**src/design/eplg_pkg.sv**
```systemverilog
// Shared types and constants for the entropy pool random byte generator.
// No dependencies; imported by every design module.
package eplg_pkg;

    // Item operation codes
    typedef enum logic {
        OP_MIX      = 1'b0,
        OP_GENERATE = 1'b1
    } t_opcode;

    localparam int unsigned STATE_W  = 64;
    localparam int unsigned BYTE_W   = 8;
    localparam int unsigned OFFSET_W = 4;
    localparam int unsigned FB_BIT   = 31;

    localparam logic [STATE_W-1:0] GEN_SEED  = 64'h0000_0000_0000_ACE1;
    localparam logic [STATE_W-1:0] POOL_BASE = 64'h0000_0000_5A5A_5A5A;
    localparam logic [STATE_W-1:0] POOL_STEP = 64'h0000_0000_1357_9BDF;

    // Reset value of pool word i (constant index, used on pool reset)
    function automatic logic [STATE_W-1:0] pool_init(input int unsigned idx);
        logic [STATE_W-1:0] prod;
        prod = STATE_W'(idx) * POOL_STEP;
        return POOL_BASE ^ prod;
    endfunction

endpackage

```
**src/design/entropy_pool_lfsr_generator.sv**
```systemverilog
// Entropy pool random byte generator, top level.
// Stages: input register, result register; the pool select and state XOR loop is combinational.
// Throughput: one transaction per cycle unless a generate meets a stalled result register.
// Mix transactions give no result and never wait on the output side.
// Synchronous active-low reset loads the seed state, the pool seeds and index zero.
// Depends on eplg_pkg, eplg_pool and eplg_stir.
module entropy_pool_lfsr_generator #(
    parameter int unsigned POOL_DEPTH = 16
) (
    input  logic        i_clk,
    input  logic        i_rst_n,
    input  logic        i_valid,
    output logic        o_stall,
    input  logic        i_opcode,
    input  logic [63:0] i_mix_value,
    output logic        o_valid,
    input  logic        i_stall,
    output logic [7:0]  o_random_byte,
    output logic [63:0] o_state_word
);
    import eplg_pkg::*;

    localparam int unsigned IDX_W = (POOL_DEPTH > 1) ? $clog2(POOL_DEPTH) : 1;

    logic               r_in_valid;
    t_opcode            r_in_op;
    logic [STATE_W-1:0] r_in_val;
    logic               r_out_valid;
    logic [STATE_W-1:0] r_out_state;
    logic [STATE_W-1:0] r_gen_state;
    logic [IDX_W-1:0]   r_pool_index;

    logic               w_out_free;
    logic               w_fire;
    logic               w_is_gen;
    logic               w_in_take;
    logic [IDX_W-1:0]   w_rd_addr;
    logic [STATE_W-1:0] w_rd_data;
    logic [STATE_W-1:0] n_gen_state;
    logic [IDX_W-1:0]   n_pool_index;

    // Handshake: a held transaction fires when it needs no result slot or one is free
    assign w_is_gen   = (r_in_op == OP_GENERATE);
    assign w_out_free = !r_out_valid || !i_stall;
    assign w_fire     = r_in_valid && (!w_is_gen || w_out_free);
    assign o_stall    = r_in_valid && !w_fire;
    assign w_in_take  = i_valid && !o_stall;

    // Input register
    always_ff @(posedge i_clk) begin
        if (!i_rst_n) begin
            r_in_valid <= 1'b0;
        end else if (!o_stall) begin
            r_in_valid <= i_valid;
        end
    end

    always_ff @(posedge i_clk) begin
        if (w_in_take) begin
            r_in_op  <= t_opcode'(i_opcode);
            r_in_val <= i_mix_value;
        end
    end

    // Pool storage; mix transactions fold their value into the current entry
    eplg_pool #(
        .POOL_DEPTH (POOL_DEPTH),
        .IDX_W      (IDX_W)
    ) u_pool (
        .i_clk     (i_clk),
        .i_rst_n   (i_rst_n),
        .i_wr_en   (w_fire && !w_is_gen),
        .i_wr_addr (r_pool_index),
        .i_wr_xor  (r_in_val),
        .i_rd_addr (w_rd_addr),
        .o_rd_data (w_rd_data)
    );

    eplg_stir #(
        .POOL_DEPTH (POOL_DEPTH),
        .IDX_W      (IDX_W)
    ) u_stir (
        .i_op      (r_in_op),
        .i_state   (r_gen_state),
        .i_index   (r_pool_index),
        .i_rd_data (w_rd_data),
        .o_rd_addr (w_rd_addr),
        .o_state   (n_gen_state),
        .o_index   (n_pool_index)
    );

    // Generator state and pool index
    always_ff @(posedge i_clk) begin
        if (!i_rst_n) begin
            r_gen_state  <= GEN_SEED;
            r_pool_index <= '0;
        end else if (w_fire) begin
            r_gen_state  <= n_gen_state;
            r_pool_index <= n_pool_index;
        end
    end

    // Result register
    always_ff @(posedge i_clk) begin
        if (!i_rst_n) begin
            r_out_valid <= 1'b0;
        end else if (w_out_free) begin
            r_out_valid <= w_fire && w_is_gen;
        end
    end

    always_ff @(posedge i_clk) begin
        if (w_fire && w_is_gen) begin
            r_out_state <= n_gen_state;
        end
    end

    assign o_valid       = r_out_valid;
    assign o_state_word  = r_out_state;
    assign o_random_byte = r_out_state[BYTE_W-1:0];

    // A fired generate transaction always shows up as a result next cycle
    a_gen_result: assert property (@(posedge i_clk) disable iff (!i_rst_n)
        w_fire && w_is_gen |=> o_valid)
        else $error("generate transaction did not produce a result");

    // A mix transaction leaves the result register untouched
    a_mix_quiet: assert property (@(posedge i_clk) disable iff (!i_rst_n)
        w_fire && !w_is_gen |=> $stable(r_out_state))
        else $error("mix transaction changed the result register");

    // Pool index stays within the pool
    a_index_range: assert property (@(posedge i_clk) disable iff (!i_rst_n)
        32'(r_pool_index) < POOL_DEPTH)
        else $error("pool index out of range");

    // Nothing fires while a generate waits on a stalled, full result register
    a_no_overrun: assert property (@(posedge i_clk) disable iff (!i_rst_n)
        r_out_valid && i_stall && r_in_valid && w_is_gen |-> !w_fire)
        else $error("result overwritten while stalled");

endmodule

```
**src/design/eplg_pool.sv**
```systemverilog
// Entropy pool storage: one flop word per entry, in-place XOR update, one read port.
// Depends on eplg_pkg.
module eplg_pool #(
    parameter int unsigned POOL_DEPTH = 16,
    parameter int unsigned IDX_W      = 4
) (
    input  logic                         i_clk,
    input  logic                         i_rst_n,
    input  logic                         i_wr_en,
    input  logic [IDX_W-1:0]             i_wr_addr,
    input  logic [eplg_pkg::STATE_W-1:0] i_wr_xor,
    input  logic [IDX_W-1:0]             i_rd_addr,
    output logic [eplg_pkg::STATE_W-1:0] o_rd_data
);
    import eplg_pkg::*;

    logic [STATE_W-1:0] r_pool [POOL_DEPTH];

    // Fold the entropy word into the addressed entry; reload seeds on reset
    for (genvar g = 0; g < POOL_DEPTH; g++) begin : g_word
        always_ff @(posedge i_clk) begin
            if (!i_rst_n) begin
                r_pool[g] <= pool_init(g);
            end else if (i_wr_en && (i_wr_addr == IDX_W'(g))) begin
                r_pool[g] <= r_pool[g] ^ i_wr_xor;
            end
        end
    end

    // Select the requested word
    assign o_rd_data = r_pool[i_rd_addr];

endmodule

```
**src/design/eplg_stir.sv**
```systemverilog
// Next-state logic: shift-register step, pool index advance and pool word select.
// Depends on eplg_pkg; reads the pool through eplg_pool's read port.
module eplg_stir #(
    parameter int unsigned POOL_DEPTH = 16,
    parameter int unsigned IDX_W      = 4
) (
    input  eplg_pkg::t_opcode            i_op,
    input  logic [eplg_pkg::STATE_W-1:0] i_state,
    input  logic [IDX_W-1:0]             i_index,
    input  logic [eplg_pkg::STATE_W-1:0] i_rd_data,
    output logic [IDX_W-1:0]             o_rd_addr,
    output logic [eplg_pkg::STATE_W-1:0] o_state,
    output logic [IDX_W-1:0]             o_index
);
    import eplg_pkg::*;

    localparam int unsigned NUM_OFFSETS = 1 << OFFSET_W;

    logic [IDX_W-1:0]   c_off_mod [NUM_OFFSETS];
    logic [IDX_W-1:0]   w_index_inc;
    logic               w_fb;
    logic [STATE_W-1:0] w_shifted;
    logic [IDX_W:0]     w_sel_sum;
    logic [IDX_W-1:0]   w_sel;

    // Offsets 0..15 reduced modulo the pool depth (constant table)
    for (genvar g = 0; g < NUM_OFFSETS; g++) begin : g_off
        assign c_off_mod[g] = IDX_W'(g % POOL_DEPTH);
    end

    // Advance the index with wrap at the pool depth
    assign w_index_inc = (i_index == IDX_W'(POOL_DEPTH - 1)) ? '0 : i_index + IDX_W'(1);

    // Shift right by one, feedback joins at bit 31
    assign w_fb = i_state[0] ^ i_state[2] ^ i_state[3] ^ i_state[5];
    always_comb begin
        w_shifted         = i_state >> 1;
        w_shifted[FB_BIT] = i_state[FB_BIT+1] | w_fb;
    end

    // Pool select: index plus low state nibble, modulo depth
    assign w_sel_sum = {1'b0, i_index} + {1'b0, c_off_mod[w_shifted[OFFSET_W-1:0]]};
    assign w_sel     = (w_sel_sum >= (IDX_W+1)'(POOL_DEPTH))
                       ? IDX_W'(w_sel_sum - (IDX_W+1)'(POOL_DEPTH))
                       : w_sel_sum[IDX_W-1:0];

    // Mix stirs with the next entry; generate stirs with the selected entry
    always_comb begin
        case (i_op)
            OP_MIX: begin
                o_rd_addr = w_index_inc;
                o_state   = i_state ^ i_rd_data;
                o_index   = w_index_inc;
            end
            default: begin
                o_rd_addr = w_sel;
                o_state   = w_shifted ^ i_rd_data;
                o_index   = i_index;
            end
        endcase
    end

endmodule

```
**config.mk**
```make
export PLATFORM = sky130hd
export DESIGN_NAME = entropy_pool_lfsr_generator
export DESIGN_NICKNAME = d
export VERILOG_FILES = /design/src/design/eplg_pkg.sv /design/src/design/entropy_pool_lfsr_generator.sv /design/src/design/eplg_pool.sv /design/src/design/eplg_stir.sv
export SDC_FILE = /design/constraint.sdc
export NUM_CORES = 2
export LEC_CHECK = 0
export BUFFER_PORTS_ARGS = -buffer_cell sky130_fd_sc_hd__buf_4
export CELL_PAD_IN_SITES_DETAIL_PLACEMENT = 1
export CELL_PAD_IN_SITES_GLOBAL_PLACEMENT = 1
export CORE_MARGIN = 2
export CORE_UTILIZATION = 53
export CTS_CLUSTER_DIAMETER = 200
export DETAILED_ROUTE_END_ITERATION = 10
export GPL_ROUTABILITY_DRIVEN = 0
export GPL_TIMING_DRIVEN = 0
export PLACE_DENSITY = 0.87
export RECOVER_POWER = 50
export REMOVE_ABC_BUFFERS = 1
export SETUP_SLACK_MARGIN = 0.02
export SYNTH_ARGS = -nofsm -noshare
export SYNTH_HDL_FRONTEND = slang
export SYNTH_SLANG_ARGS = --single-unit
```
**constraint.sdc**
```tcl
create_clock -name i_clk -period 7.8 [get_ports i_clk]
set_clock_uncertainty 0.15 [all_clocks]
set_input_delay 1.17 -clock i_clk [delete_from_list [all_inputs] [get_ports i_clk]]
set_output_delay 1.17 -clock i_clk [all_outputs]
set_load 0.01 [all_outputs]
```
==> flow_summary.yaml <==
run_status:
  outcome: "finished, violations left"
  violations: "capacitance limit, slew limit"
cts:
  numCtsBuffers: 136
  cts-hold-fix-buffers: 0
  post_cts_buffers: 0
  cts_tree: "done"
  cts_sinks: 1223
  clk_pin_slew_ns: 0.08
  clock_latency_ns: 0.79
  cts_htree_levels: 4
  ctsLongestPathBuffers: 3
  cts-root-buf: "clkbuf_16"
  cts_resized: 0
synthesis:
  ys_seq_area_share_pct: 58.2
  synthAdderAreaFrac_pct: 0.174
  synth-xor-area-share_pct: 15.5
  post_synth_num_cell_types: 42
  synth_mux_area_share_pct: 13.6
  synth-seq-cells: 1223
  synth_area_um2: 61900
  yosys_warnings: 0
  synth_compound_area_share_pct: 3.15
  syn_area_per_cell_um2: 13.5
  netlist_instances: 4594
  yosysTopAreaCell: "edfxtp_1"
  synthSimpleGateAreaFrac_pct: 6.89
  synth_top_family_by_area: "XOR/XNOR gates"
  synth.area.top_cells: "edfxtp_1 56%, xnor2_1 15%, mux4_2 9.3%"
  synth_top_area_share_pct: 55.9
routing:
  routed-via-count: 44500
  wl_mm: 237
  vias_per_cell: 7.08
  dr.pass1.iters: 5
  wl_per_cell_um: 37.8
  antenna_left: 0
  drt_iter0_drc: 6386
  post-route-drc-count: 0
timing:
  hold_viol: 0
  setup_ws_ns: 0.813
  rsz0062_at_grt: "false"
  slew_headroom_pct: -135
  fin_crit_sh_pct: 89.6
  worstMarginPinSlew_ns: 3.49
  setup_viol: 0
  min_period_ns: 6.99
  fin_tns_setup_ns: 0
  fmax_mhz: 143
  slew_violations: 486
power_and_ir_drop:
  ir_worst_vdd_v: 0.000237
  powerDensity_nw_per_um2: 238
  leakage_nw: 22.3
critical_path:
  critPathTopFamily: "buffers and inverters"
  cp_data_arrival_time_ns: 7.21
  reg2reg_from: "r_in_op"
  startpoint_type: "primary input"
  slowest_stage: "clkbuf_2"
  max_stage_delay_ns: 1.76
  worstSetupStartpoint: "i_rst_n"
  cp_max_fo: 73
  end_kind: "flop"
  worst-path-buf-inv: 2
  worstSetupPathType: "in2reg"
  required_ns: 8.02
  path_cells: "clkbuf_2 -> inv_1 -> or2_0 -> nor2_1 -> nand2_1"
worst_hold_path:
  hold_path_class: "reg2reg"
  hp-start: "o_valid"
floorplanning:
  rows: 125
  pin_count: 143
  die-area_um2: 120000
  coreArea_um2: 116000
  start_util_pct: 53.4
  die_height_um: 346
  die_w_um: 346
finish:
  drive_above_1_share_pct: 14.1
  fillers: 10800
  multi_input_area_um2: 24500
  syn2layout_area_growth_pct: 13.3
  final_nets: 4721
  seq_area_um2: 36000
global_route:
  grt_max_degree: 74
  grt_pass1_vias: 47700
  grt_pass1_wl_mm: 340
  grt_overflow: 0
  grt_use_total_pct: 39.5
  antenna_found_initial: 8
place:
  pre_cts_slack_ns: 2.27
  port_buffers: 142
  dp_hpwl_mm: 136
job:
  maxCapViolCount: 31
[registers in the layout, indices dropped and copies added, names as in the netlist]
name / count
r_gen_state: 64
r_pool_index: 4
o_valid: 1
r_in_valid: 1
o_state_word: 64
r_in_op: 1
u_pool.r_pool: 1024
r_in_val: 64
[per-stage QoR]
stage / std cells / power (W) / util [%] / hold WS [ns] / area, µm²
CTS: 6280 / 0.0167 / 61.4 / 0.397 / 71300
detailed placement: 6030 / 0.0100 / 57.7 / 0.394 / 66900
floorplan: 4227 / 0.00932 / - / 0.318 / 60400
finish: 6285 / 0.0167 / 60.5 / 0.433 / 70200
global placement: 5893 / 0.0101 / 54.6 / 0.341 / 63300
global route: 6280 / 0.0170 / 60.5 / 0.433 / 70200
[Yosys cell counts]
master and count:
buf_2 51, nand2b_1 2, a31oi_1 1, nor4bb_1 1, nor2b_1 2, and3_1 5, and2_0 1, nand3_1 5
ha_1 7, nor4b_1 2, a221o_1 70, nand2_1 266, a21oi_1 57, fa_1 1, buf_6 4, or2_2 5
o21ai_0 72, nand4_1 1, a211oi_1 2, mux4_2 256, edfxtp_1 1153, inv_1 5, mux2_4 1, or3b_2 1
mux2i_1 202, xor2_1 58, o21ai_2 1, clkbuf_1 267, o21ai_1 1, and2_1 1, mux2_2 53, and4_1 1
dfxtp_1 70, nor4_1 3, o22ai_1 1, a221oi_1 1, buf_4 26, buf_1 19, xnor2_1 1038, a211o_1 1
o221ai_1 62, nor2_1 818
[layer usage]
metal  global-route usage (%)  up-vias  part of all wire, %
li1                         -    16500                    -
met1                     46.5    22300                   33
met2                     62.0     4206                   47
met3                     9.53     1450                   11
met4                     31.7        4                  9.3
met5                        0        -                0.011
[power by group]
part | internal (W) | total (W) | switching, W
Combinational | 0.000983 | 0.00228 | 0.00130
Sequential | 0.00743 | 0.00778 | 0.000347
Clock | 0.00375 | 0.00667 | 0.00292
[worst register-to-register path, cell delays in order (launching register included)]
cell	delay, ns
edfxtp_1	0.80
clkbuf_1	0.68
buf_16	0.42
nor2b_1	0.68
nand2_1	0.49
o21ai_4	0.63
clkbuf_1	0.99
clkbuf_1	1.25
buf_16	0.28
[logic make-up after synthesis]
| logic type | after synthesis |
|---|---|
| AOI/OAI and AO/OA | 269 |
| DFF | 1223 |
| adders and majority gates | 8 |
| xor gates and xnor gates | 1096 |
| muxes | 512 |
| buffers and inverters | 372 |
| and+or+nand+nor | 1114 |
[cell usage in the layout, fill, tap and decap left out, drive strengths merged, types with 2 or more instances in the layout]
cell type,instances
edfxtp,1153
xnor2,1038
nor2,818
clkbuf,341
nand2,266
mux4,256
mux2i,202
buf,111
o21ai,74
a221o,70
dfxtp,70
o221ai,62
xor2,58
a21oi,57
clkinv,57
mux2,54
bufinv,13
inv,12
ha,7
diode,5
nand3,5
and3,5
or2,5
nor4,3
a211oi,2
nor2b,2
nand2b,2
and2,2
nor4b,2
[layout make-up]
class / instances / share of cell area, %
clock buffers: 173 / 5.20
repair buffers: 279 / 4.83
clock inverters: 77 / 1.05
inverters: 5 / 0.0267
flip-flops and latches: 1223 / 51.3
multi-input cells: 2999 / 34.8
well taps: 1524 / 2.72
diodes: 5 / 0.0178
[final timing paths]
path / slack, ns / to / cells after the start
min reg2reg: 0.43 / o_valid / 2
min: 0.43 / o_valid / 2
max reg2reg: 1.07 / u_pool.r_pool[14][34] / 8
max: 0.81 / u_pool.r_pool[6][25] / 5
Power figures use the tool's default switching activity.
